==> src/rtl/core/plc_pkg.sv <==
// ----------------------------------------------------------------------------
// plc_pkg
// Shared types and constants for the positional list core.
// ----------------------------------------------------------------------------
package plc_pkg;

  localparam int Capacity = 64;
  localparam int IdxW     = $clog2(Capacity);
  localparam int CountW   = $clog2(Capacity + 1);
  localparam int DataW    = 32;
  localparam int ActW     = 4;
  localparam int PosW     = 7;
  localparam int StatW    = 2;

  typedef enum logic [ActW-1:0] {
    ACT_PUSH_FRONT = 4'd0,
    ACT_PUSH_BACK  = 4'd1,
    ACT_POP_FRONT  = 4'd2,
    ACT_POP_BACK   = 4'd3,
    ACT_INSERT     = 4'd4,
    ACT_ERASE      = 4'd5,
    ACT_READ       = 4'd6,
    ACT_WRITE      = 4'd7,
    ACT_FRONT      = 4'd8,
    ACT_BACK       = 4'd9,
    ACT_REVERSE    = 4'd10,
    ACT_CLEAR      = 4'd11
  } action_e;

  typedef enum logic [StatW-1:0] {
    STAT_OK    = 2'd0,
    STAT_EMPTY = 2'd1,
    STAT_RANGE = 2'd2,
    STAT_FULL  = 2'd3
  } status_e;

  typedef enum logic [1:0] {
    CELL_HOLD  = 2'd0,
    CELL_OPEN  = 2'd1,
    CELL_CLOSE = 2'd2,
    CELL_WRITE = 2'd3
  } cell_op_e;

  typedef enum logic {
    ST_IDLE = 1'b0,
    ST_EXEC = 1'b1
  } state_e;

  // broadcast to every cell of the row
  typedef struct packed {
    cell_op_e         op;
    logic [IdxW-1:0]  pos;
    logic [DataW-1:0] value;
  } cell_ctrl_t;

endpackage

==> src/rtl/core/plc_cell.sv <==
// ----------------------------------------------------------------------------
// plc_cell
// One storage slot of the list row: holds a word, shifts it toward either
// neighbor, or loads the broadcast word; drives its word on a read match.
// ----------------------------------------------------------------------------
module plc_cell (
  input  logic                          clk_i,
  input  logic [plc_pkg::IdxW-1:0]      idx_i,
  input  plc_pkg::cell_ctrl_t           ctrl_i,
  input  logic [plc_pkg::DataW-1:0]     left_i,
  input  logic [plc_pkg::DataW-1:0]     right_i,
  output logic [plc_pkg::DataW-1:0]     data_o,
  output logic [plc_pkg::DataW-1:0]     rd_o
);

  logic [plc_pkg::DataW-1:0] data_q, data_d;
  logic                      hit, above;

  assign hit   = (idx_i == ctrl_i.pos);
  assign above = (idx_i > ctrl_i.pos);

  always_comb begin
    data_d = data_q;
    unique case (ctrl_i.op)
      plc_pkg::CELL_HOLD: data_d = data_q;
      plc_pkg::CELL_OPEN: begin
        if (above) begin
          data_d = left_i;
        end else if (hit) begin
          data_d = ctrl_i.value;
        end
      end
      plc_pkg::CELL_CLOSE: begin
        if (above || hit) begin
          data_d = right_i;
        end
      end
      plc_pkg::CELL_WRITE: begin
        if (hit) begin
          data_d = ctrl_i.value;
        end
      end
      default: data_d = data_q;
    endcase
  end

  always_ff @(posedge clk_i) begin
    data_q <= data_d;
  end

  assign data_o = data_q;
  assign rd_o   = hit ? data_q : '0;

endmodule

==> config.mk <==
export PLATFORM = sky130hd
export DESIGN_NAME = plc_cell
export DESIGN_NICKNAME = d
export VERILOG_FILES = /design/src/rtl/core/plc_pkg.sv /design/src/rtl/core/plc_cell.sv
export SDC_FILE = /design/constraint.sdc
export NUM_CORES = 1
export LEC_CHECK = 0
export ABC_CLOCK_PERIOD_IN_PS = 2400
export BUFFER_PORTS_ARGS = -buffer_cell sky130_fd_sc_hd__buf_2
export CAP_MARGIN = 0
export CORE_MARGIN = 5
export CORE_UTILIZATION = 37
export CTS_CLUSTER_DIAMETER = 120
export DETAILED_ROUTE_END_ITERATION = 8
export GPL_TIMING_DRIVEN = 0
export MAX_ROUTING_LAYER = met4
export PLACE_DENSITY_LB_ADDON = 0.3
export SLEW_MARGIN = 40
export SYNTH_ARGS = -nofsm -noshare
export SYNTH_HDL_FRONTEND = slang
export SYNTH_SLANG_ARGS = --single-unit
==> constraint.sdc <==
create_clock -name clk_i -period 2.4 [get_ports clk_i]
set_input_delay 0.48 -clock clk_i [delete_from_list [all_inputs] [get_ports clk_i]]
set_output_delay 0.48 -clock clk_i [all_outputs]
set_load 0.01 [all_outputs]
* Word-level counts from Yosys, hierarchy flattened
Index checks and enable logic that the tools add are counted.
** Storage, ports and cells
- Bits in registers :: 32
- Input bits :: 111
- Output and inout port bits :: 64
- Logic and storage cells :: 16
** Cells by class
- Magnitude comparators :: 1
- Equality and inequality tests :: 5
- Mux-type cells :: 5
- Bitwise gates (word level) :: 1
- Reduce and logical (&&, ||, !) cells :: 3
** Operators with widths (number)
- 2-to-1 mux 32 bit :: 4
- case mux 32 bit (3 select lines) :: 1
- equality test 6 bit :: 1
- > comparator 6 bit :: 1
- equality test 2 bit, second input constant :: 2
- equality test 2 x 1 -> 1 bit, second input constant :: 1
- logical NOT 2 bit :: 1
- inequality test 2 bit, second input constant :: 1
- AND reduction 2 bit :: 1
- logical OR 1 bit :: 1
- NOT 1 bit :: 1

* Logic depth before layout (Yosys ltp)
Gate-level depths: netlist (run 1).
- Depth after elaboration :: 4
- Depth in mapped cells :: 8
- Mapped depth without buffers :: 7

* Least setup slack after synthesis (run 1)
OpenSTA, ideal clock, no wires.
- Kind :: in2reg
- Start point :: input ctrl_i[37] (netlist name)
- End point :: register data_q, in the netlist data_o[0] (enable)
- Library setup time :: 394 ps
- Arrival time :: 2146 ps
- Data required time :: 2006 ps
- Setup slack :: -140 ps
- Cell stages on the path :: 6
- Buffers on the path :: 0
- Cells stage by stage :: inv_1 ha_1 nand4_1 o221ai_2 o21ai_0 nand2b_1
** On the way
- Longest elaborated chain between the ends :: 4
- Elaborated cells between the ends (all ways) :: 5
- Classes of those cells :: order compare (1); eq/ne (2); reduce/logical (2)
** RTL lines
- start: declaration :: RTL line plc_cell.sv:9 : input plc_pkg::cell_ctrl_t ctrl_i,
- > comparator 6 bit or equality test 6 bit (tied branches) :: RTL line plc_cell.sv:20, plc_cell.sv:19
- logical OR 1 bit (*) :: RTL line plc_cell.sv:34 : if (above || hit) begin
- inequality test 2 bit (no line) (*)
- AND reduction 2 bit (no line) (*)
- end signal: assignment :: RTL line plc_cell.sv:48 : data_q <= data_d;
- end: declaration :: RTL line plc_cell.sv:16 : logic [plc_pkg::DataW-1:0] data_q, data_d;
Mark *: on every way between the ends. The rest lies on a longest branch, timed or not.
A chain may end at the register's enable or synchronous reset.

* Worst setup path in the final report (run 1)
- Start point :: input ctrl_i[35] (netlist name)
- End point :: output rd_o[6] (netlist name)
** On the way
- Longest elaborated chain between the ends :: 2
** RTL lines
- equality test 6 bit :: RTL line plc_cell.sv:19 : assign hit = (idx_i == ctrl_i.pos);
- 2-to-1 mux 32 bit :: RTL line plc_cell.sv:52 : assign rd_o = hit ? data_q : '0;
- end: declaration :: RTL line plc_cell.sv:13 : output logic [plc_pkg::DataW-1:0] rd_o
No other way between the ends.

==> out/results.txt, run 1 <==
Final non-filler cell total - 504
Relative slew slack - 0.6461
Floorplan die height - 91.29 µm
Insertion delay of the later-clocked pin in the worst-skew pair - 280 ps
Clock Skew - 0 ps
Data arrival time of the critical path - 1790 ps
Via count of the first global-routing pass - 2654
I/O pin cnt - 175
CTS tree - done
Routed vias/inst - 4.994
CTS H-Tree Depth - 2
Clock tree root buffer cell - sky130_fd_sc_hd__clkbuf_8
Post-route worst hold slack - 466.1 ps
Number of antenna violations at the first check in global routing - 0
First-pass DRT Iterations - 4
Post-synthesis average cell area - 10.27 µm²
Post-route core utilization - 0.5613
Filler cell count in the final layout - 610
Sum of buffers and inverters on the critical path - 5
Static leakage power - 0.001723 µW
Cell type with the highest aggregate area in the netlist - sky130_fd_sc_hd__edfxtp_1
FF+latch count, synth - 32
Area of the die - 8333 µm²
Post-route fraction of the period consumed by the critical path - 0.9475
First-pass GRT wire length - 12400 µm
Total grt overflow - 0
Global placer's final weighted congestion - 0.7672
Register area share after synthesis - 0.3930
Worst setup EP type - output pin
Wire length per cell after detailed routing - 15.90 µm
Number of placed cells counting well taps - 489
Starting DRT DRC Count - 58
Area fraction in compound gates after synthesis - 0.1781
Power density over cell area - 498.3 nW/µm²
RSZ-0062 raised after global routing - true
Count of input and output buffers - 174
Proportion of netlist area held by the largest area contributor - 0.3930
TritonCTS buffer count - 5
Outcome - completed
Syn Nets - 355
Total routing usage reported by global routing - 0.1880
Largest net degree at the start of global routing - 33
Reg-to-reg slack, setup - 1410 ps
Maximum frequency from static timing analysis - 0.4398 GHz
Transition at the pin with the smallest max-transition slack - 530.8 ps
Adder-cell area share of the yosys netlist - 0.03071
Synth Warn # - 0
Die W - 91.29 µm
Proportion of layout cells with a drive suffix above 1 - 0.5433
Longest individual stage delay on the worst path - 280 ps
CP Cell Sequence - buf_2 > inv_1 > ha_1 > nand4_1 > nor2_2 > buf_6 > buf_4 > and2_1 > buf_2
Fraction of synthesized cell area in xor and xnor cells - 0
Final Hold Violating Endpoints - 0
Element type at the critical path start - input port
DP HPWL - 6122 µm
Min-Delay Path Class - input port to flop
Relative area change from synthesis to final layout - 46.62%
Wire length after detailed routing - 8013 µm
Peak supply drop - 0.0002540 V
Distinct cell type count of the synthesized netlist - 22
Post-layout min period - 2274 ps
Std-Cell Rows - 29
Count of nets after finishing - 543
Largest register FFs - 32
Summed negative setup slack over all endpoints - 0 ps
Maximum fanout along the worst path - 10
Multiplexer share of the synthesized area - 0.1310
Most numerous cell on the critical path - sky130_fd_sc_hd__buf_2
Clock slew at reported path FFs - 80 ps
Netlist area before placement - 2445 µm²
Cell family with most CP delay - buffers and inverters
Top post-synthesis cells by area - sky130_fd_sc_hd__edfxtp_1 (39%), sky130_fd_sc_hd__o211ai_2 (15%), sky130_fd_sc_hd__mux2i_1 (13%)
Required @ worst endpoint - 1920 ps
CORE AREA - 6386 µm²
Effective utilization at floorplan - 0.3828
Final setup viols - 0
Number of DRC violations after detailed routing - 0
Slowest cell on the critical path - sky130_fd_sc_hd__ha_1
Max-cap violations - 0
Gate Count Post-Synth - 238
Worst setup path category - input port to output pin
DRT antenna net count - 0
Largest family of logic cells by synthesized area - simple AND/OR/NAND/NOR gates
Final count of pins violating max slew - 0
Routed via count - 2517
Number of clock sinks - 32
Antenna diode instance count - 0
Post-synthesis simple-gate area fraction - 0.2114
Maximum buffer depth of the clock tree - 2
[per-layer routing]
layer / vias to the layer above / GRT usage / part of all wire
li1: 1244 / - / -
met1: 1158 / 0.2173 / 0.39
met2: 105 / 0.3203 / 0.51
met3: 10 / 0.05289 / 0.082
met4: 0 / 0.04890 / 0.013
met5: - / - / 0
[cell usage in the layout, fill, tap and decap left out, types with 2 or more instances in the layout]
master	instances
sky130_fd_sc_hd__nand2_1	34
sky130_fd_sc_hd__ha_1	6
sky130_fd_sc_hd__inv_1	7
sky130_fd_sc_hd__a21oi_1	3
sky130_fd_sc_hd__clkinv_2	2
sky130_fd_sc_hd__o211ai_2	30
sky130_fd_sc_hd__clkbuf_8	5
sky130_fd_sc_hd__o211ai_1	2
sky130_fd_sc_hd__edfxtp_1	32
sky130_fd_sc_hd__mux2i_1	32
sky130_fd_sc_hd__and2_1	32
sky130_fd_sc_hd__nand3_1	32
sky130_fd_sc_hd__buf_2	175
sky130_fd_sc_hd__buf_4	11
sky130_fd_sc_hd__buf_6	5
sky130_fd_sc_hd__clkbuf_1	10
[area by class of cell]
class,count,area [µm²],area share
Multi-Input combinational cell,179,1366,0.3812
Inverter,7,26.28,0.007330
Tap cell,77,96.34,0.02688
Timing Repair Buffer,181,923.4,0.2576
Clock buffer,5,68.82,0.01920
Clock inverter,3,13.76,0.003839
Buffer,20,128.9,0.03595
Sequential cell,32,960.9,0.2681
[final timing paths]
kind	from	end	cells after the start
min	right_i[9]	data_o[9]	3
max	ctrl_i[35]	rd_o[6]	9
min reg2reg	data_o[21]	data_o[21]	2
max reg2reg	data_o[8]	data_o[8]	2
[through the flow]
stage / setup slack [ps] / power (µW) / area (µm²)
finish: 126.0 / 1786 / 3585
global route: 11.18 / 1886 / 3585
CTS: 0.3535 / 1800 / 3521
detailed placement: -255.3 / 1379 / 3415
global placement: -268.5 / 1361 / 3415
floorplan: 185.9 / 1125 / 2447
[tightest hold or removal path, cell delays in order]
cell,delay (ps)
sky130_fd_sc_hd__buf_2,70
sky130_fd_sc_hd__nand2_1,50
sky130_fd_sc_hd__o211ai_2,50
[kinds of logic (layout without fill, tap and decap cells)]
family,after synthesis,count (layout)
fa+ha+maj,6,6
buf+inv,27,216
flops,32,32
simple gates,103,103
mux,32,32
compound gates,38,38
[where the power goes]
group	leakage (µW)	switching [µW]	internal, µW
Combinational	0.00135	308	270
Sequential	0.000325	57.4	735
Clock	0.0000453	219	197
Total	0.00172	584	1200
[synth_stat cells]
master	count
sky130_fd_sc_hd__a21oi_1	3
sky130_fd_sc_hd__and2_1	32
sky130_fd_sc_hd__buf_2	1
sky130_fd_sc_hd__buf_4	3
sky130_fd_sc_hd__buf_6	3
sky130_fd_sc_hd__clkbuf_1	13
sky130_fd_sc_hd__edfxtp_1	32
sky130_fd_sc_hd__ha_1	6
sky130_fd_sc_hd__inv_1	7
sky130_fd_sc_hd__mux2i_1	32
sky130_fd_sc_hd__nand2_1	34
sky130_fd_sc_hd__nand2b_1	1
sky130_fd_sc_hd__nand3_1	32
sky130_fd_sc_hd__nand4_1	1
sky130_fd_sc_hd__nor2_1	1
sky130_fd_sc_hd__nor2_2	1
sky130_fd_sc_hd__nor2b_1	1
sky130_fd_sc_hd__o211ai_1	2
sky130_fd_sc_hd__o211ai_2	30
sky130_fd_sc_hd__o21ai_0	1
sky130_fd_sc_hd__o221ai_2	1
sky130_fd_sc_hd__o22a_2	1
[repair_timing]
action                                 4_1_cts  5_1_grt
endpoints found under the hold margin        0        0
setup endpoints to repair                   39       32
resized for setup                            9        4
pin swaps                                    0        2
hold buffers                                 0        0
buffers inserted                             0        7
(Power assumes the default switching activity.)
==> run 2, diff against run 1 <==
--- a/config.mk
+++ b/config.mk
@@ -6,10 +6,10 @@
 export NUM_CORES = 1
 export LEC_CHECK = 0
 export ABC_CLOCK_PERIOD_IN_PS = 2400
-export BUFFER_PORTS_ARGS = -buffer_cell sky130_fd_sc_hd__buf_2
+export BUFFER_PORTS_ARGS = -buffer_cell sky130_fd_sc_hd__clkbuf_2
 export CAP_MARGIN = 0
 export CORE_MARGIN = 5
-export CORE_UTILIZATION = 37
+export CORE_UTILIZATION = 35
 export CTS_CLUSTER_DIAMETER = 120
 export DETAILED_ROUTE_END_ITERATION = 8
 export GPL_TIMING_DRIVEN = 0
==> run 2 against run 1 <==
Against the previous run:
- fmax up 0.15%
- clock skew did not move
- clock power rose by 25%
- register-to-register slack gained 20 ps
- critical endpoint is now rd_o[1]
- global-route usage fell by 1.0 points
- sequential cell count unchanged
==> out/results.txt, run 2 (same netlist as run 1, synthesis figures left out) <==
Outcome - completed
Cell family with most CP delay - buffers and inverters
Number of DRC violations after detailed routing - 0
Final Hold Violating Endpoints - 0
I/O pin cnt - 175
Number of clock sinks - 32
Antenna diode instance count - 0
Peak supply drop - 0.0002047 V
Post-route core utilization - 0.5297
Clock slew at reported path FFs - 80 ps
Routed vias/inst - 4.729
Insertion delay of the later-clocked pin in the worst-skew pair - 280 ps
CTS H-Tree Depth - 2
TritonCTS buffer count - 5
Post-layout min period - 2270 ps
Reg-to-reg slack, setup - 1430 ps
Floorplan die height - 93.58 µm
Total routing usage reported by global routing - 0.1776
Worst Hold Depth - 3
Sum of buffers and inverters on the critical path - 5
Area of the die - 8756 µm²
CP Cell Sequence - clkbuf_2 > inv_1 > ha_1 > nand4_1 > nor2_2 > buf_6 > buf_4 > and2_1 > clkbuf_2
Total grt overflow - 0
CTS tree - done
Slowest cell on the critical path - sky130_fd_sc_hd__ha_1
Data arrival time of the critical path - 1790 ps
Startpoint of the lowest-slack register-to-register path - data_o[12]
Die W - 93.58 µm
Maximum fanout along the worst path - 10
RR Endpoint - data_o[12]
Worst setup path category - input port to output pin
DP HPWL - 6085 µm
Global placer's final weighted congestion - 0.7671
Largest net degree at the start of global routing - 33
Number of buffers added to fix hold violations after cts - 0
Starting DRT DRC Count - 64
Longest individual stage delay on the worst path - 300 ps
Most common cell after layout, fill and taps aside - sky130_fd_sc_hd__clkbuf_2
Maximum buffer depth of the clock tree - 2
Static leakage power - 0.001712 µW
Final count of pins violating max slew - 0
Max-cap violations - 0
Wire length after detailed routing - 7811 µm
CORE AREA - 6794 µm²
Count of input and output buffers - 174
Wire length per cell after detailed routing - 15.02 µm
Post-route standard cell area excluding fillers - 3598 µm²
Routed via count - 2459
First-pass DRT Iterations - 4
Endpoint of the worst hold-timing path - data_o[14]
Clock tree root buffer cell - sky130_fd_sc_hd__clkbuf_8
DRT antenna net count - 0
Power density over cell area - 523.7 nW/µm²
Filler cell count in the final layout - 637
Min-Delay Path Class - input port to flop
First-pass GRT wire length - 11940 µm
Maximum frequency from static timing analysis - 0.4404 GHz
Summed negative setup slack over all endpoints - 0 ps
Post-layout total power - 1885 µW
RSZ-0062 raised after global routing - true
Clock Skew - 0 ps
Std-Cell Rows - 30
Instance area after placement - 3438 µm²
Effective utilization at floorplan - 0.3599
Relative area change from synthesis to final layout - 47.19%
Post-route fraction of the period consumed by the critical path - 0.9460
Transition at the pin with the smallest max-transition slack - 537.1 ps
Count of nets after finishing - 540
Via count of the first global-routing pass - 2562
Largest register FFs - 32
Area occupied by multi-input gates - 1355 µm²
Required @ worst endpoint - 1920 ps
Most numerous cell on the critical path - sky130_fd_sc_hd__clkbuf_2
Relative slew slack - 0.6419
Proportion of layout cells with a drive suffix above 1 - 0.5377
FF-to-FF path depth - 2
Element type at the critical path start - input port
Number of antenna violations at the first check in global routing - 0
Top library cells by usage in the layout, fill and taps aside - sky130_fd_sc_hd__clkbuf_2 (174), sky130_fd_sc_hd__nand2_1 (34)
Sequential cell area in the final layout - 960.9 µm²
Worst setup EP type - output pin
Hold path startpoint - right_i[14]
Final setup viols - 0
## run 2: cell count changes in the layout (fill, tap and decap cells not counted)
cell                        delta
sky130_fd_sc_hd__buf_2       -174
sky130_fd_sc_hd__buf_4         -3
sky130_fd_sc_hd__bufinv_16     +1
sky130_fd_sc_hd__clkbuf_2    +174
sky130_fd_sc_hd__clkinv_1      +1
sky130_fd_sc_hd__clkinv_2      -2
sky130_fd_sc_hd__o221ai_2      +1
sky130_fd_sc_hd__o221ai_4      -1
## run 2: worst max path at each step
stage	start	cells past startpoint	endpoint	slack (ps)
2_1_floorplan	ctrl_i[37]	6	data_o[0]	190
3_3_place_gp	ctrl_i[37]	7	data_o[19]	-270
3_5_place_dp	ctrl_i[37]	7	data_o[16]	-330
4_1_cts	ctrl_i[37]	9	rd_o[12]	-1
5_1_grt	ctrl_i[37]	9	rd_o[1]	-10
6_report	ctrl_i[37]	9	rd_o[1]	130
## run 2: worst register-to-register path: stages, from the launching register on
cell and delay (ps):
sky130_fd_sc_hd__edfxtp_1 440, sky130_fd_sc_hd__mux2i_1 200, sky130_fd_sc_hd__o211ai_2 90
## run 2: report_power, final
part / total [µW] / switching, µW / internal (µW) / leakage (µW)
Clock: 522 / 219 / 303 / 0.0000532
Combinational: 566 / 301 / 265 / 0.00133
Sequential: 797 / 61.0 / 736 / 0.000325
## run 2: layer usage
layer	vias to the layer above	global-route usage	wire [µm]
li1	1237	-	-
met1	1098	0.1988	3152
met2	114	0.3151	3885
met3	10	0.04425	666
met4	0	0.04813	106
met5	-	-	0
## run 2: timing repair
item | in CTS | in global routing
gates resized for setup | 9 | 3
endpoints found under the setup margin | 64 | 32
cloned | 0 | 0
endpoints found under the hold margin | 0 | 0
pin swaps | 0 | 2
buffers inserted | 0 | 4
## run 2: through the flow
stage / setup WS (ps) / instances / hold WS [ps]
3_5_place_dp: -326.2 / 508 / 665.4
3_3_place_gp: -269.5 / 508 / 647.6
5_1_grt: -11.43 / 520 / 471.1
4_1_cts: -1.216 / 516 / 460.3
6_report: 129.6 / 520 / 465.8
2_1_floorplan: 185.9 / 238 / 673.6
## run 2: final cells by class
type                            count  area share
Tap cell                           96     0.03338
Multi-Input combinational cell    179      0.3766
Timing Repair Buffer              178      0.2503
Buffer                             20     0.03581
Sequential cell                    32      0.2670
Inverter                            7    0.007302
Clock buffer                        5     0.01912
Clock inverter                      3     0.01043
==> run 3, diff against run 2 <==
--- a/config.mk
+++ b/config.mk
@@ -7,13 +7,12 @@
 export LEC_CHECK = 0
 export ABC_CLOCK_PERIOD_IN_PS = 2400
 export BUFFER_PORTS_ARGS = -buffer_cell sky130_fd_sc_hd__clkbuf_2
-export CAP_MARGIN = 0
+export CAP_MARGIN = 10
 export CORE_MARGIN = 5
 export CORE_UTILIZATION = 35
 export CTS_CLUSTER_DIAMETER = 120
 export DETAILED_ROUTE_END_ITERATION = 8
 export GPL_TIMING_DRIVEN = 0
-export MAX_ROUTING_LAYER = met4
 export PLACE_DENSITY_LB_ADDON = 0.3
 export SLEW_MARGIN = 40
 export SYNTH_ARGS = -nofsm -noshare
==> run 3 against run 2 <==
Against the previous run:
- total power fell by 0.36%
- fmax barely moved
- sequential share of layout area did not move
- final area did not move
- clock skew is the same
- global-route usage down 0.49 points
- largest power group unchanged
- combinational power is essentially flat
- core utilization is the same
- highest routed layer unchanged
- largest cell class unchanged
- via count down 0.24%
- non-clock buffer count unchanged
==> out/results.txt, run 3 (same netlist as run 1, synthesis figures left out) <==
Routed length on met1 - 3058 µm
Instance count on the critical path - 9
Summed negative setup slack over all endpoints - 0 ps
Clock tree root buffer cell - sky130_fd_sc_hd__clkbuf_8
Floorplan die height - 93.58 µm
Min-Delay Path Class - input port to flop
Static leakage power - 0.001712 µW
Worst setup EP type - output pin
Total grt overflow - 0
Post-route core utilization - 0.5297
Maximum frequency from static timing analysis - 0.4403 GHz
Worst Hold Depth - 3
I/O pin cnt - 175
CTS H-Tree Depth - 2
Largest register FFs - 32
Required @ worst endpoint - 1920 ps
Maximum fanout along the worst path - 10
Clock network fraction of design power - 0.275
Std-Cell Rows - 30
Most numerous cell on the critical path - sky130_fd_sc_hd__clkbuf_2
Die W - 93.58 µm
RSZ-0062 raised after global routing - true
DP HPWL - 6085 µm
Routed via count - 2453
Clock Skew - 0 ps
Data arrival time of the critical path - 1790 ps
Global placer's final weighted congestion - 0.7573
Final Hold Violating Endpoints - 0
Via count of the first global-routing pass - 2558
Final non-filler cell total - 520
Number of clock sinks - 32
Internal power component - 1304 µW
Top library cells by usage in the layout, fill and taps aside - sky130_fd_sc_hd__clkbuf_2 (174), sky130_fd_sc_hd__nand2_1 (34)
First-pass DRT Iterations - 4
Transition at the pin with the smallest max-transition slack - 537.1 ps
Maximum buffer depth of the clock tree - 2
Total routing usage reported by global routing - 0.1727
Antenna diode instance count - 0
Peak supply drop - 0.0002001 V
Number of antenna violations at the first check in global routing - 0
Cell family with most CP delay - buffers and inverters
P_sw - 574.2 µW
CORE AREA - 6794 µm²
Starting DRT DRC Count - 54
Number of DRC violations after detailed routing - 0
Count of nets after finishing - 540
Relative area change from synthesis to final layout - 47.19%
Count of input and output buffers - 174
Effective utilization at floorplan - 0.3599
Final setup viols - 0
Final count of pins violating max slew - 0
Worst setup path category - input port to output pin
First-pass GRT wire length - 11930 µm
Switching Fraction - 0.3058
FF-to-FF path depth - 2
DRT antenna net count - 0
Routed vias/inst - 4.717
Area of the die - 8756 µm²
Element type at the critical path start - input port
Power density over cell area - 521.8 nW/µm²
Relative slew slack - 0.6419
Post-layout min period - 2271 ps
Most common cell after layout, fill and taps aside - sky130_fd_sc_hd__clkbuf_2
Max-cap violations - 0
Longest individual stage delay on the worst path - 300 ps
Total met2 wirelength after detailed routing - 3878 µm
Clock slew at reported path FFs - 70 ps
Insertion delay of the later-clocked pin in the worst-skew pair - 280 ps
Wire length after detailed routing - 7772 µm
Sequential fraction of design power - 0.424
Filler cell count in the final layout - 637
CP Cell Sequence - clkbuf_2 > inv_1 > ha_1 > nand4_1 > nor2_2 > buf_6 > buf_4 > and2_1 > clkbuf_2
Number of placed cells counting well taps - 508
Highest metal layer with signal wires - met4
Combinational fraction of design power - 0.301
Wire length per cell after detailed routing - 14.95 µm
Outcome - completed
Slowest cell on the critical path - sky130_fd_sc_hd__ha_1
Largest net degree at the start of global routing - 33
Met3 routed wirelength - 727 µm
TritonCTS buffer count - 5
Post-route fraction of the period consumed by the critical path - 0.9463
Number of buffers added to fix hold violations after cts - 0
Worst path setup slack after routing - 128.8 ps
CTS tree - done
Proportion of layout cells with a drive suffix above 1 - 0.5377
Sum of buffers and inverters on the critical path - 5
Setup Slack @ Placement - -326.2 ps
-- run 3: cell counts in the layout (fill, tap and decap cells not counted) --
No cell type changed its count.
-- run 3: layer usage --
metal / GRT usage / vias up
met5: 0 / -
met4: 0.04813 / 0
met3: 0.05229 / 10
met2: 0.3157 / 116
met1: 0.1928 / 1090
li1: - / 1237
-- run 3: timing repair --
| action | CTS | global route |
|---|---|---|
| gates resized for setup | 9 | 3 |
| pin swaps | 0 | 2 |
| setup buffers | 0 | 4 |
| setup endpoints to repair | 64 | 32 |
| endpoints found under the hold margin | 0 | 0 |
-- run 3: cell type report --
class | count | area [µm²] | area share
timing repair buffer | 178 | 900.9 | 0.2503
inverter | 7 | 26.28 | 0.007302
buffer | 20 | 128.9 | 0.03581
sequential | 32 | 960.9 | 0.2670
multi-input combinational | 179 | 1355 | 0.3766
clock buffer | 5 | 68.82 | 0.01912
tap | 96 | 120.1 | 0.03338
clock inverter | 3 | 37.54 | 0.01043
-- run 3: through the flow --
| step | total power, µW | hold WS, ps | area, µm² |
|---|---|---|---|
| 4_1_cts | 1901 | 460.3 | 3568 |
| 6_report | 1878 | 467.7 | 3598 |
| 3_3_place_gp | 1363 | 647.6 | 3438 |
| 5_1_grt | 1984 | 471.1 | 3598 |
| 3_5_place_dp | 1380 | 665.4 | 3438 |
| 2_1_floorplan | 1125 | 673.6 | 2447 |
-- run 3: power by group through the flow --
stage / logic [µW] / clock network [µW] / registers [µW]
2_1_floorplan: 288 / 0 / 837
4_1_cts: 575 / 528 / 799
5_1_grt: 625 / 546 / 814
3_3_place_gp: 558 / 0 / 804
6_report: 566 / 515 / 797
3_5_place_dp: 572 / 0 / 809
-- run 3: worst reg2reg max path: stages (launching register included) --
cell and delay (ps):
sky130_fd_sc_hd__edfxtp_1 440, sky130_fd_sc_hd__mux2i_1 200, sky130_fd_sc_hd__o211ai_2 90
-- run 3: final timing paths --
check                   start    endpoint  slack (ps)
setup / recovery   ctrl_i[37]     rd_o[1]         130
hold / removal    right_i[14]  data_o[14]         470
setup reg to reg   data_o[12]  data_o[12]        1420
hold reg to reg    data_o[17]  data_o[17]         680
